### src/hdl/rpq_pkg.sv
// Shared types and constants for the ring priority queue.
`timescale 1ns / 1ps
`default_nettype none

package rpq_pkg;

   // Default sizing, handed to the top level parameters
   localparam int MAX_DEPTH_DEFAULT  = 16;
   localparam int DATA_WIDTH_DEFAULT = 32;

   // Fixed field widths
   localparam int OP_WIDTH        = 2;
   localparam int PRIO_WIDTH      = 8;
   localparam int STATUS_WIDTH    = 2;
   localparam int CAP_WIDTH       = 5;
   localparam int CSR_INDEX_WIDTH = 1;
   localparam int CSR_DATA_WIDTH  = 8;

   // Register reset values
   localparam logic [CAP_WIDTH-1:0]  CAP_RESET      = 5'd16;
   localparam logic [PRIO_WIDTH-1:0] DEF_PRIO_RESET = 8'd16;

   typedef enum logic [OP_WIDTH-1:0] {
      OP_PUSH_DEFAULT = 2'd0,
      OP_PUSH_PRIO    = 2'd1,
      OP_POP_FRONT    = 2'd2,
      OP_POP_HIGHEST  = 2'd3
   } op_type;

   typedef enum logic [STATUS_WIDTH-1:0] {
      ST_OK        = 2'd0,
      ST_FULL      = 2'd1,
      ST_EMPTY     = 2'd2,
      ST_ZERO_PRIO = 2'd3
   } status_type;

   typedef enum logic [CSR_INDEX_WIDTH-1:0] {
      CSR_CAPACITY     = 1'b0,
      CSR_DEFAULT_PRIO = 1'b1
   } csr_addr_type;

   typedef enum logic [2:0] {
      S_CLEAR,
      S_IDLE,
      S_CHECK,
      S_FRONT_WALK,
      S_SCAN,
      S_DECIDE,
      S_BACK_WALK,
      S_DONE
   } state_type;

   // Configuration registers as seen by the controller
   typedef struct packed {
      logic [CAP_WIDTH-1:0]  capacity;
      logic [PRIO_WIDTH-1:0] default_priority;
   } cfg_type;

   // Write strobes for the two stores
   typedef struct packed {
      logic prio_we;
      logic val_we;
   } mem_en_type;

endpackage

`default_nettype wire

### src/hdl/ring_priority_queue_top.sv
// Ring priority queue top level: stream ports, configuration registers, stores.
// Push: checked and written in the check state, answered from the done state (a zero priority push skips the check).
// Pop-front: the front walk reads one slot a cycle up to the next entry; an empty queue skips it.
// Pop-highest: the scan reads one priority per
//   cycle, then a front or back pointer walk over the same memory port may follow.
// Reset clears the priority memory slot by slot; no request is taken meanwhile.
`timescale 1ns / 1ps
`default_nettype none

module ring_priority_queue_top #(
   parameter int MAX_DEPTH  = rpq_pkg::MAX_DEPTH_DEFAULT,
   parameter int DATA_WIDTH = rpq_pkg::DATA_WIDTH_DEFAULT
) (
   input  wire logic clock,
   input  wire logic reset,
   // request stream
   input  wire logic req_tvalid,
   output logic      req_tready,
   // operation, value, priority_req (from bit 0)
   input  wire logic [((rpq_pkg::OP_WIDTH + DATA_WIDTH + rpq_pkg::PRIO_WIDTH + 7) / 8) * 8 - 1:0]
                     req_tdata,
   // response stream
   output logic      rsp_tvalid,
   input  wire logic rsp_tready,
   // out_value, status (from bit 0)
   output logic      [((DATA_WIDTH + rpq_pkg::STATUS_WIDTH + 7) / 8) * 8 - 1:0] rsp_tdata,
   // configuration writes
   input  wire logic                                  csr_we,
   input  wire logic [rpq_pkg::CSR_INDEX_WIDTH-1:0]   csr_index,
   input  wire logic [rpq_pkg::CSR_DATA_WIDTH-1:0]    csr_wdata
);

   localparam int IW    = $clog2(MAX_DEPTH);
   localparam int RSP_W = ((DATA_WIDTH + rpq_pkg::STATUS_WIDTH + 7) / 8) * 8;
   localparam int PW    = rpq_pkg::PRIO_WIDTH;

   rpq_pkg::cfg_type   cfg_ff, cfg_in;
   rpq_pkg::mem_en_type mem_en;

   logic [IW-1:0]       prio_waddr, prio_raddr, val_waddr, val_raddr;
   logic [PW-1:0]       prio_wdata, prio_rdata;
   logic [DATA_WIDTH-1:0] val_wdata, val_rdata;
   logic [DATA_WIDTH-1:0] rsp_value;
   logic [rpq_pkg::STATUS_WIDTH-1:0] rsp_status;

   // Configuration register writes
   always_comb begin
      cfg_in = cfg_ff;
      if (csr_we) begin
         unique case (rpq_pkg::csr_addr_type'(csr_index))
            rpq_pkg::CSR_CAPACITY:     cfg_in.capacity = csr_wdata[rpq_pkg::CAP_WIDTH-1:0];
            rpq_pkg::CSR_DEFAULT_PRIO: cfg_in.default_priority = csr_wdata[PW-1:0];
            default: cfg_in = cfg_ff;
         endcase
      end
   end

   always_ff @(posedge clock) begin
      if (reset) begin
         cfg_ff.capacity         <= rpq_pkg::CAP_RESET;
         cfg_ff.default_priority <= rpq_pkg::DEF_PRIO_RESET;
      end else begin
         cfg_ff <= cfg_in;
      end
   end

   rpq_ctrl #(
      .MAX_DEPTH  (MAX_DEPTH),
      .DATA_WIDTH (DATA_WIDTH)
   ) u_ctrl (
      .clock      (clock),
      .reset      (reset),
      .cfg        (cfg_ff),
      .req_valid  (req_tvalid),
      .req_ready  (req_tready),
      .req_op     (req_tdata[rpq_pkg::OP_WIDTH-1:0]),
      .req_value  (req_tdata[rpq_pkg::OP_WIDTH +: DATA_WIDTH]),
      .req_prio   (req_tdata[rpq_pkg::OP_WIDTH + DATA_WIDTH +: PW]),
      .rsp_valid  (rsp_tvalid),
      .rsp_ready  (rsp_tready),
      .rsp_value  (rsp_value),
      .rsp_status (rsp_status),
      .mem_en     (mem_en),
      .prio_waddr (prio_waddr),
      .prio_wdata (prio_wdata),
      .prio_raddr (prio_raddr),
      .prio_rdata (prio_rdata),
      .val_waddr  (val_waddr),
      .val_wdata  (val_wdata),
      .val_raddr  (val_raddr),
      .val_rdata  (val_rdata)
   );

   // Priority store, zero marks an empty slot
   rpq_ram #(
      .WIDTH (PW),
      .DEPTH (MAX_DEPTH)
   ) u_prio_ram (
      .clock (clock),
      .we    (mem_en.prio_we),
      .waddr (prio_waddr),
      .wdata (prio_wdata),
      .raddr (prio_raddr),
      .rdata (prio_rdata)
   );

   // Value store
   rpq_ram #(
      .WIDTH (DATA_WIDTH),
      .DEPTH (MAX_DEPTH)
   ) u_val_ram (
      .clock (clock),
      .we    (mem_en.val_we),
      .waddr (val_waddr),
      .wdata (val_wdata),
      .raddr (val_raddr),
      .rdata (val_rdata)
   );

   assign rsp_tdata = RSP_W'({rsp_status, rsp_value});

endmodule

`default_nettype wire

### src/hdl/rpq_ram.sv
// Generic single write port, single read port RAM with registered read data.
`timescale 1ns / 1ps
`default_nettype none

module rpq_ram #(
   parameter int WIDTH = 8,
   parameter int DEPTH = 16
) (
   input  wire logic                     clock,
   input  wire logic                     we,
   input  wire logic [$clog2(DEPTH)-1:0] waddr,
   input  wire logic [WIDTH-1:0]         wdata,
   input  wire logic [$clog2(DEPTH)-1:0] raddr,
   output logic      [WIDTH-1:0]         rdata
);

   logic [WIDTH-1:0] mem_ff [DEPTH];
   logic [WIDTH-1:0] rdata_ff;

   always_ff @(posedge clock) begin
      if (we) begin
         mem_ff[waddr] <= wdata;
      end
      rdata_ff <= mem_ff[raddr];
   end

   assign rdata = rdata_ff;

endmodule

`default_nettype wire

### src/hdl/rpq_ctrl.sv
// Queue controller: pointers, slot scans and walks over the stores, result register.
`timescale 1ns / 1ps
`default_nettype none

module rpq_ctrl #(
   parameter int MAX_DEPTH  = rpq_pkg::MAX_DEPTH_DEFAULT,
   parameter int DATA_WIDTH = rpq_pkg::DATA_WIDTH_DEFAULT
) (
   input  wire logic                                  clock,
   input  wire logic                                  reset,
   input  wire rpq_pkg::cfg_type                      cfg,
   // request side
   input  wire logic                                  req_valid,
   output logic                                       req_ready,
   input  wire logic [rpq_pkg::OP_WIDTH-1:0]          req_op,
   input  wire logic [DATA_WIDTH-1:0]                 req_value,
   input  wire logic [rpq_pkg::PRIO_WIDTH-1:0]        req_prio,
   // response side
   output logic                                       rsp_valid,
   input  wire logic                                  rsp_ready,
   output logic      [DATA_WIDTH-1:0]                 rsp_value,
   output logic      [rpq_pkg::STATUS_WIDTH-1:0]      rsp_status,
   // store ports
   output rpq_pkg::mem_en_type                        mem_en,
   output logic      [$clog2(MAX_DEPTH)-1:0]          prio_waddr,
   output logic      [rpq_pkg::PRIO_WIDTH-1:0]        prio_wdata,
   output logic      [$clog2(MAX_DEPTH)-1:0]          prio_raddr,
   input  wire logic [rpq_pkg::PRIO_WIDTH-1:0]        prio_rdata,
   output logic      [$clog2(MAX_DEPTH)-1:0]          val_waddr,
   output logic      [DATA_WIDTH-1:0]                 val_wdata,
   output logic      [$clog2(MAX_DEPTH)-1:0]          val_raddr,
   input  wire logic [DATA_WIDTH-1:0]                 val_rdata
);

   localparam int IW = $clog2(MAX_DEPTH);
   localparam int SW = $clog2(MAX_DEPTH + 1);
   localparam int CW = (SW > rpq_pkg::CAP_WIDTH) ? SW : rpq_pkg::CAP_WIDTH;
   localparam int PW = rpq_pkg::PRIO_WIDTH;

   // Ring step forward with wrap at the slot count
   function automatic logic [IW-1:0] next_slot(input logic [IW-1:0] i,
                                               input logic [SW-1:0] c);
      logic [SW-1:0] n;
      n = SW'(i) + SW'(1);
      return (n >= c) ? '0 : n[IW-1:0];
   endfunction

   // Ring step backward, slot 0 goes to the last slot in use
   function automatic logic [IW-1:0] prev_slot(input logic [IW-1:0] i,
                                               input logic [SW-1:0] c);
      return (i == '0) ? IW'(c - SW'(1)) : i - IW'(1);
   endfunction

   rpq_pkg::state_type  state_ff, state_in;
   logic [IW-1:0]       front_ff, front_in;
   logic [IW-1:0]       back_ff, back_in;
   logic [IW-1:0]       clr_ff, clr_in;
   rpq_pkg::op_type     op_ff, op_in;
   logic [DATA_WIDTH-1:0] value_ff, value_in;
   logic [PW-1:0]       prio_ff, prio_in;
   logic [IW-1:0]       cand_ff, cand_in;
   logic [SW-1:0]       cnt_ff, cnt_in;
   logic                pv_valid_ff, pv_valid_in;
   logic [IW-1:0]       pv_ptr_ff, pv_ptr_in;
   logic [IW-1:0]       best_ff, best_in;
   logic [PW-1:0]       best_prio_ff, best_prio_in;
   logic                val_cap_ff, val_cap_in;
   logic [DATA_WIDTH-1:0] res_value_ff, res_value_in;
   rpq_pkg::status_type res_status_ff, res_status_in;
   logic                rsp_valid_ff, rsp_valid_in;
   logic [DATA_WIDTH-1:0] rsp_value_ff, rsp_value_in;
   rpq_pkg::status_type rsp_status_ff, rsp_status_in;

   logic [CW-1:0]       cap_ext;
   logic [SW-1:0]       slots;
   logic                accept;
   logic                req_is_push;
   logic [PW-1:0]       eff_prio;
   logic                ptr_eq;
   logic                front_busy;
   logic                queue_empty;
   logic                out_free;
   logic                pv_hit;
   logic                pv_better;
   logic                cand_at_back;
   logic                cnt_end;
   logic                best_at_front;
   logic                best_before_back;
   logic                clr_last;
   logic                start_front;

   // Slot count: zero counts as one, large values clamp to the store depth
   assign cap_ext = CW'(cfg.capacity);
   always_comb begin
      if (cap_ext == '0) begin
         slots = SW'(1);
      end else if (cap_ext > CW'(MAX_DEPTH)) begin
         slots = SW'(MAX_DEPTH);
      end else begin
         slots = SW'(cap_ext);
      end
   end

   // Shared decision terms
   assign req_ready   = (state_ff == rpq_pkg::S_IDLE);
   assign accept      = req_valid && req_ready;
   assign req_is_push = (rpq_pkg::op_type'(req_op) == rpq_pkg::OP_PUSH_DEFAULT) ||
                        (rpq_pkg::op_type'(req_op) == rpq_pkg::OP_PUSH_PRIO);
   assign eff_prio    = (rpq_pkg::op_type'(req_op) == rpq_pkg::OP_PUSH_DEFAULT) ?
                        cfg.default_priority : req_prio;
   assign ptr_eq      = (front_ff == back_ff);
   assign front_busy  = (prio_rdata != '0);
   assign queue_empty = ptr_eq && !front_busy;
   assign out_free    = !rsp_valid_ff || rsp_ready;
   assign pv_hit      = pv_valid_ff && (prio_rdata != '0);
   assign pv_better   = pv_valid_ff && (prio_rdata > best_prio_ff);
   assign cand_at_back = (cand_ff == back_ff);
   assign cnt_end     = (cnt_ff == slots);
   assign best_at_front = (best_ff == front_ff);
   assign best_before_back = (next_slot(best_ff, slots) == back_ff);
   assign clr_last    = (clr_ff == IW'(MAX_DEPTH - 1));
   assign start_front =
      ((state_ff == rpq_pkg::S_CHECK) && (op_ff == rpq_pkg::OP_POP_FRONT) && !queue_empty) ||
      ((state_ff == rpq_pkg::S_DECIDE) && best_at_front);

   // Next state
   always_comb begin
      state_in = state_ff;
      unique case (state_ff)
         rpq_pkg::S_CLEAR: begin
            if (clr_last) state_in = rpq_pkg::S_IDLE;
         end
         rpq_pkg::S_IDLE: begin
            if (accept) begin
               if (req_is_push && (eff_prio == '0)) state_in = rpq_pkg::S_DONE;
               else                                 state_in = rpq_pkg::S_CHECK;
            end
         end
         rpq_pkg::S_CHECK: begin
            case (op_ff) inside
               rpq_pkg::OP_PUSH_DEFAULT, rpq_pkg::OP_PUSH_PRIO: state_in = rpq_pkg::S_DONE;
               default: begin
                  if (queue_empty)                          state_in = rpq_pkg::S_DONE;
                  else if (op_ff == rpq_pkg::OP_POP_FRONT)  state_in = rpq_pkg::S_FRONT_WALK;
                  else                                      state_in = rpq_pkg::S_SCAN;
               end
            endcase
         end
         rpq_pkg::S_FRONT_WALK: begin
            if (pv_hit || cand_at_back || cnt_end) state_in = rpq_pkg::S_DONE;
         end
         rpq_pkg::S_SCAN: begin
            if (cand_at_back || cnt_end) state_in = rpq_pkg::S_DECIDE;
         end
         rpq_pkg::S_DECIDE: begin
            if (best_at_front)         state_in = rpq_pkg::S_FRONT_WALK;
            else if (best_before_back) state_in = rpq_pkg::S_BACK_WALK;
            else                       state_in = rpq_pkg::S_DONE;
         end
         rpq_pkg::S_BACK_WALK: begin
            if (pv_hit || cnt_end) state_in = rpq_pkg::S_DONE;
         end
         rpq_pkg::S_DONE: begin
            if (out_free) state_in = rpq_pkg::S_IDLE;
         end
         default: state_in = rpq_pkg::S_IDLE;
      endcase
   end

   // Datapath, store accesses and result register
   always_comb begin
      front_in      = front_ff;
      back_in       = back_ff;
      clr_in        = clr_ff;
      op_in         = op_ff;
      value_in      = value_ff;
      prio_in       = prio_ff;
      cand_in       = cand_ff;
      cnt_in        = cnt_ff;
      pv_valid_in   = pv_valid_ff;
      pv_ptr_in     = pv_ptr_ff;
      best_in       = best_ff;
      best_prio_in  = best_prio_ff;
      val_cap_in    = 1'b0;
      res_value_in  = res_value_ff;
      res_status_in = res_status_ff;
      rsp_valid_in  = rsp_valid_ff;
      rsp_value_in  = rsp_value_ff;
      rsp_status_in = rsp_status_ff;

      mem_en        = '0;
      prio_waddr    = front_ff;
      prio_wdata    = '0;
      prio_raddr    = front_ff;
      val_waddr     = back_ff;
      val_wdata     = value_ff;
      val_raddr     = front_ff;

      unique case (state_ff)
         rpq_pkg::S_CLEAR: begin
            mem_en.prio_we = 1'b1;
            prio_waddr     = clr_ff;
            clr_in         = clr_ff + IW'(1);
         end
         rpq_pkg::S_IDLE: begin
            // front priority is read here for the full / empty test
            if (accept) begin
               op_in        = rpq_pkg::op_type'(req_op);
               value_in     = req_value;
               prio_in      = eff_prio;
               res_value_in = '0;
               res_status_in = (req_is_push && (eff_prio == '0)) ?
                               rpq_pkg::ST_ZERO_PRIO : rpq_pkg::ST_OK;
            end
         end
         rpq_pkg::S_CHECK: begin
            case (op_ff) inside
               rpq_pkg::OP_PUSH_DEFAULT, rpq_pkg::OP_PUSH_PRIO: begin
                  if (ptr_eq && front_busy) begin
                     res_status_in = rpq_pkg::ST_FULL;
                  end else begin
                     mem_en.val_we  = 1'b1;
                     mem_en.prio_we = 1'b1;
                     prio_waddr     = back_ff;
                     prio_wdata     = prio_ff;
                     back_in        = next_slot(back_ff, slots);
                  end
               end
               default: begin
                  if (queue_empty) begin
                     res_status_in = rpq_pkg::ST_EMPTY;
                  end else if (op_ff == rpq_pkg::OP_POP_HIGHEST) begin
                     best_in      = front_ff;
                     best_prio_in = prio_rdata;
                     cand_in      = next_slot(front_ff, slots);
                     cnt_in       = SW'(1);
                     pv_valid_in  = 1'b0;
                  end
               end
            endcase
         end
         rpq_pkg::S_FRONT_WALK: begin
            // stop at the first occupied slot, at the back, or after a full lap
            prio_raddr = cand_ff;
            if (pv_hit) begin
               front_in = pv_ptr_ff;
            end else if (cand_at_back || cnt_end) begin
               front_in = cand_ff;
            end else begin
               pv_valid_in = 1'b1;
               pv_ptr_in   = cand_ff;
               cand_in     = next_slot(cand_ff, slots);
               cnt_in      = cnt_ff + SW'(1);
            end
         end
         rpq_pkg::S_SCAN: begin
            // keep the first slot holding the strictly greatest priority
            prio_raddr = cand_ff;
            if (pv_better) begin
               best_in      = pv_ptr_ff;
               best_prio_in = prio_rdata;
            end
            if (!(cand_at_back || cnt_end)) begin
               pv_valid_in = 1'b1;
               pv_ptr_in   = cand_ff;
               cand_in     = next_slot(cand_ff, slots);
               cnt_in      = cnt_ff + SW'(1);
            end else begin
               pv_valid_in = 1'b0;
            end
         end
         rpq_pkg::S_DECIDE: begin
            // interior winner: leave a hole; if it was the last entry, walk back from the slot below
            if (!best_at_front) begin
               mem_en.prio_we = 1'b1;
               prio_waddr     = best_ff;
               val_raddr      = best_ff;
               val_cap_in     = 1'b1;
               cand_in        = prev_slot(best_ff, slots);
               cnt_in         = SW'(1);
               pv_valid_in    = 1'b0;
            end
         end
         rpq_pkg::S_BACK_WALK: begin
            prio_raddr = cand_ff;
            if (pv_hit) begin
               back_in = next_slot(pv_ptr_ff, slots);
            end else if (cnt_end) begin
               back_in = front_ff;
            end else begin
               pv_valid_in = 1'b1;
               pv_ptr_in   = cand_ff;
               cand_in     = prev_slot(cand_ff, slots);
               cnt_in      = cnt_ff + SW'(1);
            end
         end
         rpq_pkg::S_DONE: begin
            if (out_free) begin
               rsp_valid_in  = 1'b1;
               rsp_value_in  = val_cap_ff ? val_rdata : res_value_ff;
               rsp_status_in = res_status_ff;
            end
         end
         default: begin
         end
      endcase

      // Pop at the front: clear its priority, fetch its value, walk front on
      if (start_front) begin
         mem_en.prio_we = 1'b1;
         prio_waddr     = front_ff;
         val_raddr      = front_ff;
         val_cap_in     = 1'b1;
         cand_in        = next_slot(front_ff, slots);
         cnt_in         = SW'(1);
         pv_valid_in    = 1'b0;
      end

      // Value read data lands in the cycle after the read
      if (val_cap_ff) res_value_in = val_rdata;

      // Response taken with nothing new to load
      if (rsp_valid_ff && rsp_ready && !((state_ff == rpq_pkg::S_DONE) && out_free)) begin
         rsp_valid_in = 1'b0;
      end
   end

   // Control registers
   always_ff @(posedge clock) begin
      if (reset) begin
         state_ff     <= rpq_pkg::S_CLEAR;
         front_ff     <= '0;
         back_ff      <= '0;
         clr_ff       <= '0;
         pv_valid_ff  <= 1'b0;
         val_cap_ff   <= 1'b0;
         rsp_valid_ff <= 1'b0;
      end else begin
         state_ff     <= state_in;
         front_ff     <= front_in;
         back_ff      <= back_in;
         clr_ff       <= clr_in;
         pv_valid_ff  <= pv_valid_in;
         val_cap_ff   <= val_cap_in;
         rsp_valid_ff <= rsp_valid_in;
      end
   end

   // Payload registers
   always_ff @(posedge clock) begin
      op_ff         <= op_in;
      value_ff      <= value_in;
      prio_ff       <= prio_in;
      cand_ff       <= cand_in;
      cnt_ff        <= cnt_in;
      pv_ptr_ff     <= pv_ptr_in;
      best_ff       <= best_in;
      best_prio_ff  <= best_prio_in;
      res_value_ff  <= res_value_in;
      res_status_ff <= res_status_in;
      rsp_value_ff  <= rsp_value_in;
      rsp_status_ff <= rsp_status_in;
   end

   assign rsp_valid  = rsp_valid_ff;
   assign rsp_value  = rsp_value_ff;
   assign rsp_status = rsp_status_ff;

endmodule

`default_nettype wire

### config.mk
export PLATFORM = sky130hd
export DESIGN_NAME = ring_priority_queue_top
export DESIGN_NICKNAME = d
export VERILOG_FILES = /design/src/hdl/rpq_pkg.sv /design/src/hdl/ring_priority_queue_top.sv /design/src/hdl/rpq_ram.sv /design/src/hdl/rpq_ctrl.sv
export SDC_FILE = /design/constraint.sdc
export NUM_CORES = 1
export LEC_CHECK = 0
export BUFFER_PORTS_ARGS = -buffer_cell sky130_fd_sc_hd__buf_4
export CAP_MARGIN = 20
export CORE_MARGIN = 4
export CORE_UTILIZATION = 56
export CTS_BUF_LIST = sky130_fd_sc_hd__clkbuf_8 sky130_fd_sc_hd__clkbuf_16
export CTS_CLUSTER_SIZE = 25
export DETAILED_ROUTE_END_ITERATION = 10
export HOLD_SLACK_MARGIN = 0.05
export PLACE_DENSITY = 0.84
export RECOVER_POWER = 100
export SLEW_MARGIN = 20
export SYNTH_ARGS = -nofsm -noshare
export SYNTH_HDL_FRONTEND = slang
export SYNTH_SLANG_ARGS = --single-unit
export TNS_END_PERCENT = 1
### constraint.sdc
create_clock -name clock -period 4.45 [get_ports clock]
set_clock_uncertainty 0.2 [all_clocks]
set_input_delay 0.6675 -clock clock [delete_from_list [all_inputs] [get_ports clock]]
set_output_delay 0.6675 -clock clock [all_outputs]
set_load 0.01 [all_outputs]
==> metrics.yaml, run 1 <==
status:
  status: "finished, violations left"
  violations: "capacitance limit, slew limit"
final_layout:
  fin_area_sq_um: 39190
  finalNonFillerCells: 3369
  drive_gt1_frac: 0.1256
  finish.utilization: 0.6444
  n_fill_cell: 4006
  syn_to_final_growth_pct: 13.02
  num_antenna_cells: 0
  final_nets: 2627
timing:
  setup_viol: 0
  relSlewSlack: -0.9026
  hold_viol_final: 0
  period_minus_slack_ps: 4148
  tightest_slew_ps: 2854
  rsz0062_at_grt: "no"
  fmax_ghz: 0.2411
  finalCritPeriodShare: 0.9321
  report.final.slew_viol_count: 110
  setup-tns-final_ps: 0
place:
  dpl_cell_area_sq_um: 36510
  dp_cells: 3181
  portBuffers: 91
  gp_congestion: 0.8883
  dp_hpwl_microns: 45310
global_route:
  grt_max_degree: 85
  grt_pass1_vias: 21250
  grt_usage: 0.2321
  grt_pass1_wl_microns: 119800
  grt_overflow_total: 0
  antenna_found_initial: 1
critical_path:
  path_class: "flip-flop to flip-flop"
  critPathMaxFanout: 17
  worst_ep_required_time_ps: 4760
  cp_common_cell: "nand2_1"
  critPathMaxStageDelay_ps: 1160
  crit_chain: "nand3_1, nand2_1, mux2i_2, clkbuf_1, mux4_2, a22oi_1, nand2_1"
  crit_path_top_delay_cell: "mux2i_2"
  critPathLaunchType: "flip-flop"
  arrival_ps: 4460
  endpoint_kind: "flip-flop"
synth:
  synthDistinctLibCells: 80
  synthAdderAreaFrac: 0.01660
  synth-edff-count: 770
  synthArstFlopShare: 0
  syn-instance-count: 2398
  ys_ff_latch: 846
  synth_top_family_by_area: "compound AO/OA/AOI/OAI gates"
  synth_flop_cell: "edfxtp_1"
  ys_warn_count: 0
  yosys.area_share.simple: 0.09021
  synth-xor-area-share: 0.008083
  syn_area_per_cell_sq_um: 14.46
  yosysSeqAreaShare: 0.7107
  syn_area_sq_um: 34670
  muxShareOfSynthArea: 0.03984
  synth-compound-area-share: 0.1085
clocking:
  clkTransAtPathRegs_ps: 60
  cts_tree: "built"
  cts-hold-fix-buffers: 34
  cts_buffer_depth: 3
  cts-root-buf: "clkbuf_16"
  clk-insertion-delay-late_ps: 630
  post_cts_resized: 0
  cts.sinks: 846
  cts_inserted_buffers: 83
  postCtsSetupRepairBufs: 0
  cts.htree.levels: 3
pwr:
  p_leak_nw: 12.99
  irDropWorstVdd_uv: 361.9
  p_per_area_nw_per_um2: 439.2
  total_power_mw: 17.21
detailed_routing:
  totalWireLength_microns: 78270
  post_drt_wl_per_cell_microns: 23.23
  first_pass_iters: 7
  antenna_left: 0
  remaining_drc_errors: 0
  drt_iter0_markers: 2602
  vias_per_cell: 6.290
  vias: 21190
floorplan:
  placementRows: 90
  core-area_sq_um: 60810
  die_h_microns: 256.8
  io_pins: 104
  dieArea_sq_um: 65960
  die_w_microns: 256.8
  initial_core_util: 0.5702
flow_run:
  cap_viol_max_count: 3
worst_hold_path:
  hold_path_class: "input pin to flip-flop"
registers in the layout, indices dropped and copies added (netlist names), 5 cells and up:
| register | flops |
|---|---|
| u_val_ram.rdata | 32 |
| u_val_ram.mem_ff | 512 |
| cfg_ff | 13 |
| u_ctrl.cnt_ff | 5 |
| u_ctrl.rsp_value | 32 |
| u_prio_ram.mem_ff | 128 |
| u_ctrl.prio_ff | 8 |
| u_ctrl.val_wdata | 32 |
| u_ctrl.res_value_ff | 32 |
| u_ctrl.best_prio_ff | 8 |
| u_prio_ram.rdata | 8 |
final cells by class:
| cell class | count | area, sq um | area share |
|---|---|---|---|
| sequential | 846 | 24640 | 0.6289 |
| multi-input combinational | 1361 | 9255 | 0.2362 |
| clock buffer | 86 | 2118 | 0.05406 |
| timing repair buffer | 191 | 1471 | 0.03755 |
| tap | 782 | 978.4 | 0.02497 |
| clock inverter | 67 | 583.1 | 0.01488 |
| inverter | 36 | 135.1 | 0.003448 |
stage by stage:
stage / hold slack [ps] / setup slack [ps]
6_report: 95.91 / 302.0
5_1_grt: 91.39 / 223.8
4_1_cts: 69.16 / 632.7
3_5_place_dp: 249.9 / 727.2
3_3_place_gp: 243.8 / 779.3
2_1_floorplan: 200.3 / -199.4
power breakdown:
| group | internal [mW] | total, mW | switching (mW) |
|---|---|---|---|
| Combinational | 0.353 | 0.946 | 0.593 |
| Sequential | 9.10 | 9.40 | 0.299 |
| Clock | 3.89 | 6.87 | 2.98 |
| Total | 13.3 | 17.2 | 3.87 |
logic make-up (layout without fill, tap and decap cells):
family                   count (synthesis)  count (layout)
AO/OA/AOI/OAI                          530             530
XOR/XNOR                                32              32
adder cells (fa/ha/maj)                 46              46
buffers and inverters                  196             380
flip-flops                             846             846
multiplexers                            91              91
other                                    1               6
AND/OR/NAND/NOR                        656             656
final timing paths:
check	start	to	slack (ps)	depth (start not counted)
max	u_ctrl.state_ff[0]	u_prio_ram.rdata[0]	300	7
min reg2reg	u_prio_ram.rdata[7]	u_ctrl.best_prio_ff[7]	270	0
max reg2reg	u_ctrl.state_ff[0]	u_prio_ram.rdata[0]	300	7
min	csr_wdata[3]	cfg_ff[11]	100	3
critical path: cells and delay by family (launching register included):
kind	cells	cell delay [ps]
flip-flops	1	680
AND/OR/NAND/NOR	3	710
buffers and inverters	1	530
multiplexers	2	1590
AO/OA/AOI/OAI	1	300
cells in the mapped netlist, types with 6 or more instances:
library cell / number / area (sq um)
mux2_2: 43 / 484.2
nor2_1: 72 / 270.3
nand3_1: 24 / 120.1
a221oi_1: 6 / 52.55
o22ai_1: 10 / 62.56
a211oi_1: 172 / 1291
and3_1: 8 / 50.05
a22oi_1: 20 / 150.1
o21ai_0: 25 / 125.1
nor2b_1: 130 / 813.3
nand2b_1: 13 / 81.33
mux4_2: 32 / 720.7
mux2i_1: 14 / 140.1
a31oi_1: 73 / 456.7
nand2_1: 320 / 1201
a22o_1: 6 / 52.55
edfxtp_1: 770 / 23120
inv_1: 34 / 127.6
nor3_1: 12 / 60.06
and2_1: 44 / 275.3
dfxtp_1: 76 / 1521
a311oi_1: 66 / 578.1
buf_4: 13 / 97.59
a21o_1: 12 / 90.09
xnor2_1: 19 / 166.4
buf_2: 66 / 330.3
clkbuf_1: 74 / 277.8
ha_1: 46 / 575.6
xor2_1: 13 / 113.9
a21oi_1: 103 / 515.5
routing by layer:
metal | vias up | track usage | part of all wire
met2 | 1179 | 0.3966 | 0.50
li1 | 9420 | - | -
met5 | - | 0 | 0
met3 | 200 | 0.04835 | 0.093
met1 | 10390 | 0.2972 | 0.37
met4 | 0 | 0.08304 | 0.033
placed cells by master, fill, tap and decap left out, drive strengths merged, types with 34 or more instances in the layout:
master / n
nor2: 75
buf: 57
nor2b: 130
inv: 65
a211oi: 173
edfxtp: 770
a21oi: 105
a311oi: 66
nand2: 320
clkbuf: 186
dfxtp: 76
ha: 46
mux2: 43
dlygate4sd3: 34
a31oi: 73
and2: 44
Note: power is estimated with default switching activity, not from simulation.
==> inputs of run 2 (changes only) <==
CORE_UTILIZATION = 60   (was 56)
PLACE_DENSITY = 0.85   (was 0.84)
clock period = 3.95 ns   (was 4.45 ns; I/O delays follow)
==> metrics.yaml, run 2 (synthesis gave the netlist of run 1 again) <==
status:
  status: "finished, violations left"
  violations: "capacitance limit, slew limit"
place:
  portBuffers: 91  # unchanged
  gp_congestion: 0.9109  # +2.5%
  dp_worst_setup_slack_ps: 498.5  # -228.6 ps
  dp_hpwl_microns: 43560  # -3.9%
critical_path:
  worst_ep_required_time_ps: 4290  # -470 ps
  critPathLaunchType: "flip-flop"
  endpoint_kind: "flip-flop"
  path_class: "flip-flop to flip-flop"
  critPathMaxFanout: 45  # +28
  arrival_ps: 4070  # -390 ps
detailed_routing:
  drt_iter0_markers: 2715  # +4.3%
  post_drt_wl_per_cell_microns: 23.84  # +2.6%
  remaining_drc_errors: 0  # unchanged
  antenna_left: 0  # unchanged
  vias_per_cell: 6.437  # +2.3%
  vias: 21630  # +2.1%
  totalWireLength_microns: 80110  # +2.4%
  first_pass_iters: 9  # +2
timing:
  setup_viol: 0  # unchanged
  hold_viol_final: 0  # unchanged
  report.final.slew_viol_count: 65  # -41%
  period_minus_slack_ps: 3738  # -410.5 ps
  setup-tns-final_ps: 0  # unchanged
  finalCritPeriodShare: 0.9462  # +0.01408
  relSlewSlack: -0.2168  # +0.6857
  worst_slack_ps: 212.4  # -89.54 ps
  tightest_slew_ps: 1825  # -1029 ps
  rsz0062_at_grt: "no"
  fmax_ghz: 0.2676  # +11%
final_layout:
  n_fill_cell: 3495  # -13%
  largest_reg_flops: 512  # unchanged
  num_antenna_cells: 0  # unchanged
  final-seq-area_sq_um: 24640  # about the same
  top_register: "u_val_ram.mem_ff"
  multi_input_area_sq_um: 9268  # +0.14%
  reg.largest.list: "u_val_ram.mem_ff x512, u_prio_ram.mem_ff x128"
  final_nets: 2647  # +0.76%
  drive_gt1_frac: 0.1286  # +0.003020
  syn_to_final_growth_pct: 13.50
  mostFrequentLayoutCell: "edfxtp_1"
  layout_common_cells: "edfxtp_1 (770), nand2_1 (320), a211oi_1 (172), nor2b_1 (130), a21oi_1 (100)"
clocking:
  cts.sinks: 846  # unchanged
  cts_tree: "built"
  cts-root-buf: "clkbuf_16"
  cts_buffer_depth: 3  # unchanged
  clk-insertion-delay-late_ps: 630  # about the same
  cts_inserted_buffers: 81  # -2.4%
  post_cts_resized: 0  # unchanged
  cts.htree.levels: 3  # unchanged
  clkTransAtPathRegs_ps: 60  # about the same
floorplan:
  placementRows: 87  # -3.3%
  io_pins: 104  # unchanged
  core-area_sq_um: 56820  # -6.6%
  die_h_microns: 248.4  # -3.3%
  die_w_microns: 248.4  # -3.3%
  initial_core_util: 0.6102  # +0.04000
  dieArea_sq_um: 61700  # -6.5%
global_route:
  grt_pass1_wl_microns: 121700  # +1.6%
  antenna_found_initial: 0  # -1
  grt_usage: 0.2584  # +0.02629
  grt_max_degree: 129  # +52%
  grt_overflow_total: 0  # unchanged
  grt_pass1_vias: 21620  # +1.8%
pwr:
  p_per_area_nw_per_um2: 494.4  # +13%
  irDropWorstVdd_uv: 631.4  # +74%
  p_leak_nw: 13.10  # +0.85%
worst_hold_path:
  hold_path_class: "input pin to flip-flop"
flow_run:
  cap_viol_max_count: 2  # -1
-- run 2: where the power goes --
part	internal, mW	switching (mW)
registers	10.2	0.321
logic	0.423	0.678
clock network	4.54	3.25
-- run 2: final cells by class --
class / instances / area share
timing repair buffer: 213 / 0.04178
clock buffer: 93 / 0.05628
tap: 756 / 0.02404
clock inverter: 55 / 0.01275
multi-input combinational: 1361 / 0.2355
sequential: 846 / 0.6262
inverter: 36 / 0.003434
-- run 2: through the flow --
stage	utilization	total power [mW]	hold slack, ps	instance area (sq um)	cells
2_1_floorplan	-	11.34	200.3	34700	2403
3_3_place_gp	0.6464	11.71	205.1	36730	3169
3_5_place_dp	0.6469	11.81	204.5	36760	3170
4_1_cts	0.7021	19.54	60.43	39890	3360
5_1_grt	0.6926	20.06	59.04	39350	3360
6_report	0.6926	19.46	81.90	39350	3360
-- run 2: timing repair --
item                                    in CTS  in global routing
buffers inserted                             0                  0
endpoints found under the setup margin       0                  0
hold buffers                                42                  0
hold endpoints to repair                    46                  0
-- run 2: final timing paths --
| check | from | endpoint | slack [ps] | cells after the start |
|---|---|---|---|---|
| min | req_tdata[35] | u_ctrl.prio_ff[1] | 80 | 2 |
| max reg2reg | u_ctrl.state_ff[2] | u_val_ram.rdata[8] | 210 | 8 |
| min reg2reg | u_ctrl.res_status_ff[0] | u_ctrl.rsp_status[0] | 220 | 0 |
| max | u_ctrl.state_ff[2] | u_val_ram.rdata[8] | 210 | 8 |
-- run 2: worst max-delay path: stages, from the launching register on --
cell	delay, ps
dfxtp_1	680
nand3b_1	440
a21oi_2	750
buf_16	250
clkbuf_4	520
a211oi_1	90
a311oi_1	360
a21oi_1	100
a21oi_1	220
-- run 2: metal layers --
layer / wire [microns] / GRT usage
met1: 29590 / 0.3363
met2: 40570 / 0.4425
met3: 7444 / 0.04499
met4: 2512 / 0.09355
met5: 0 / 0
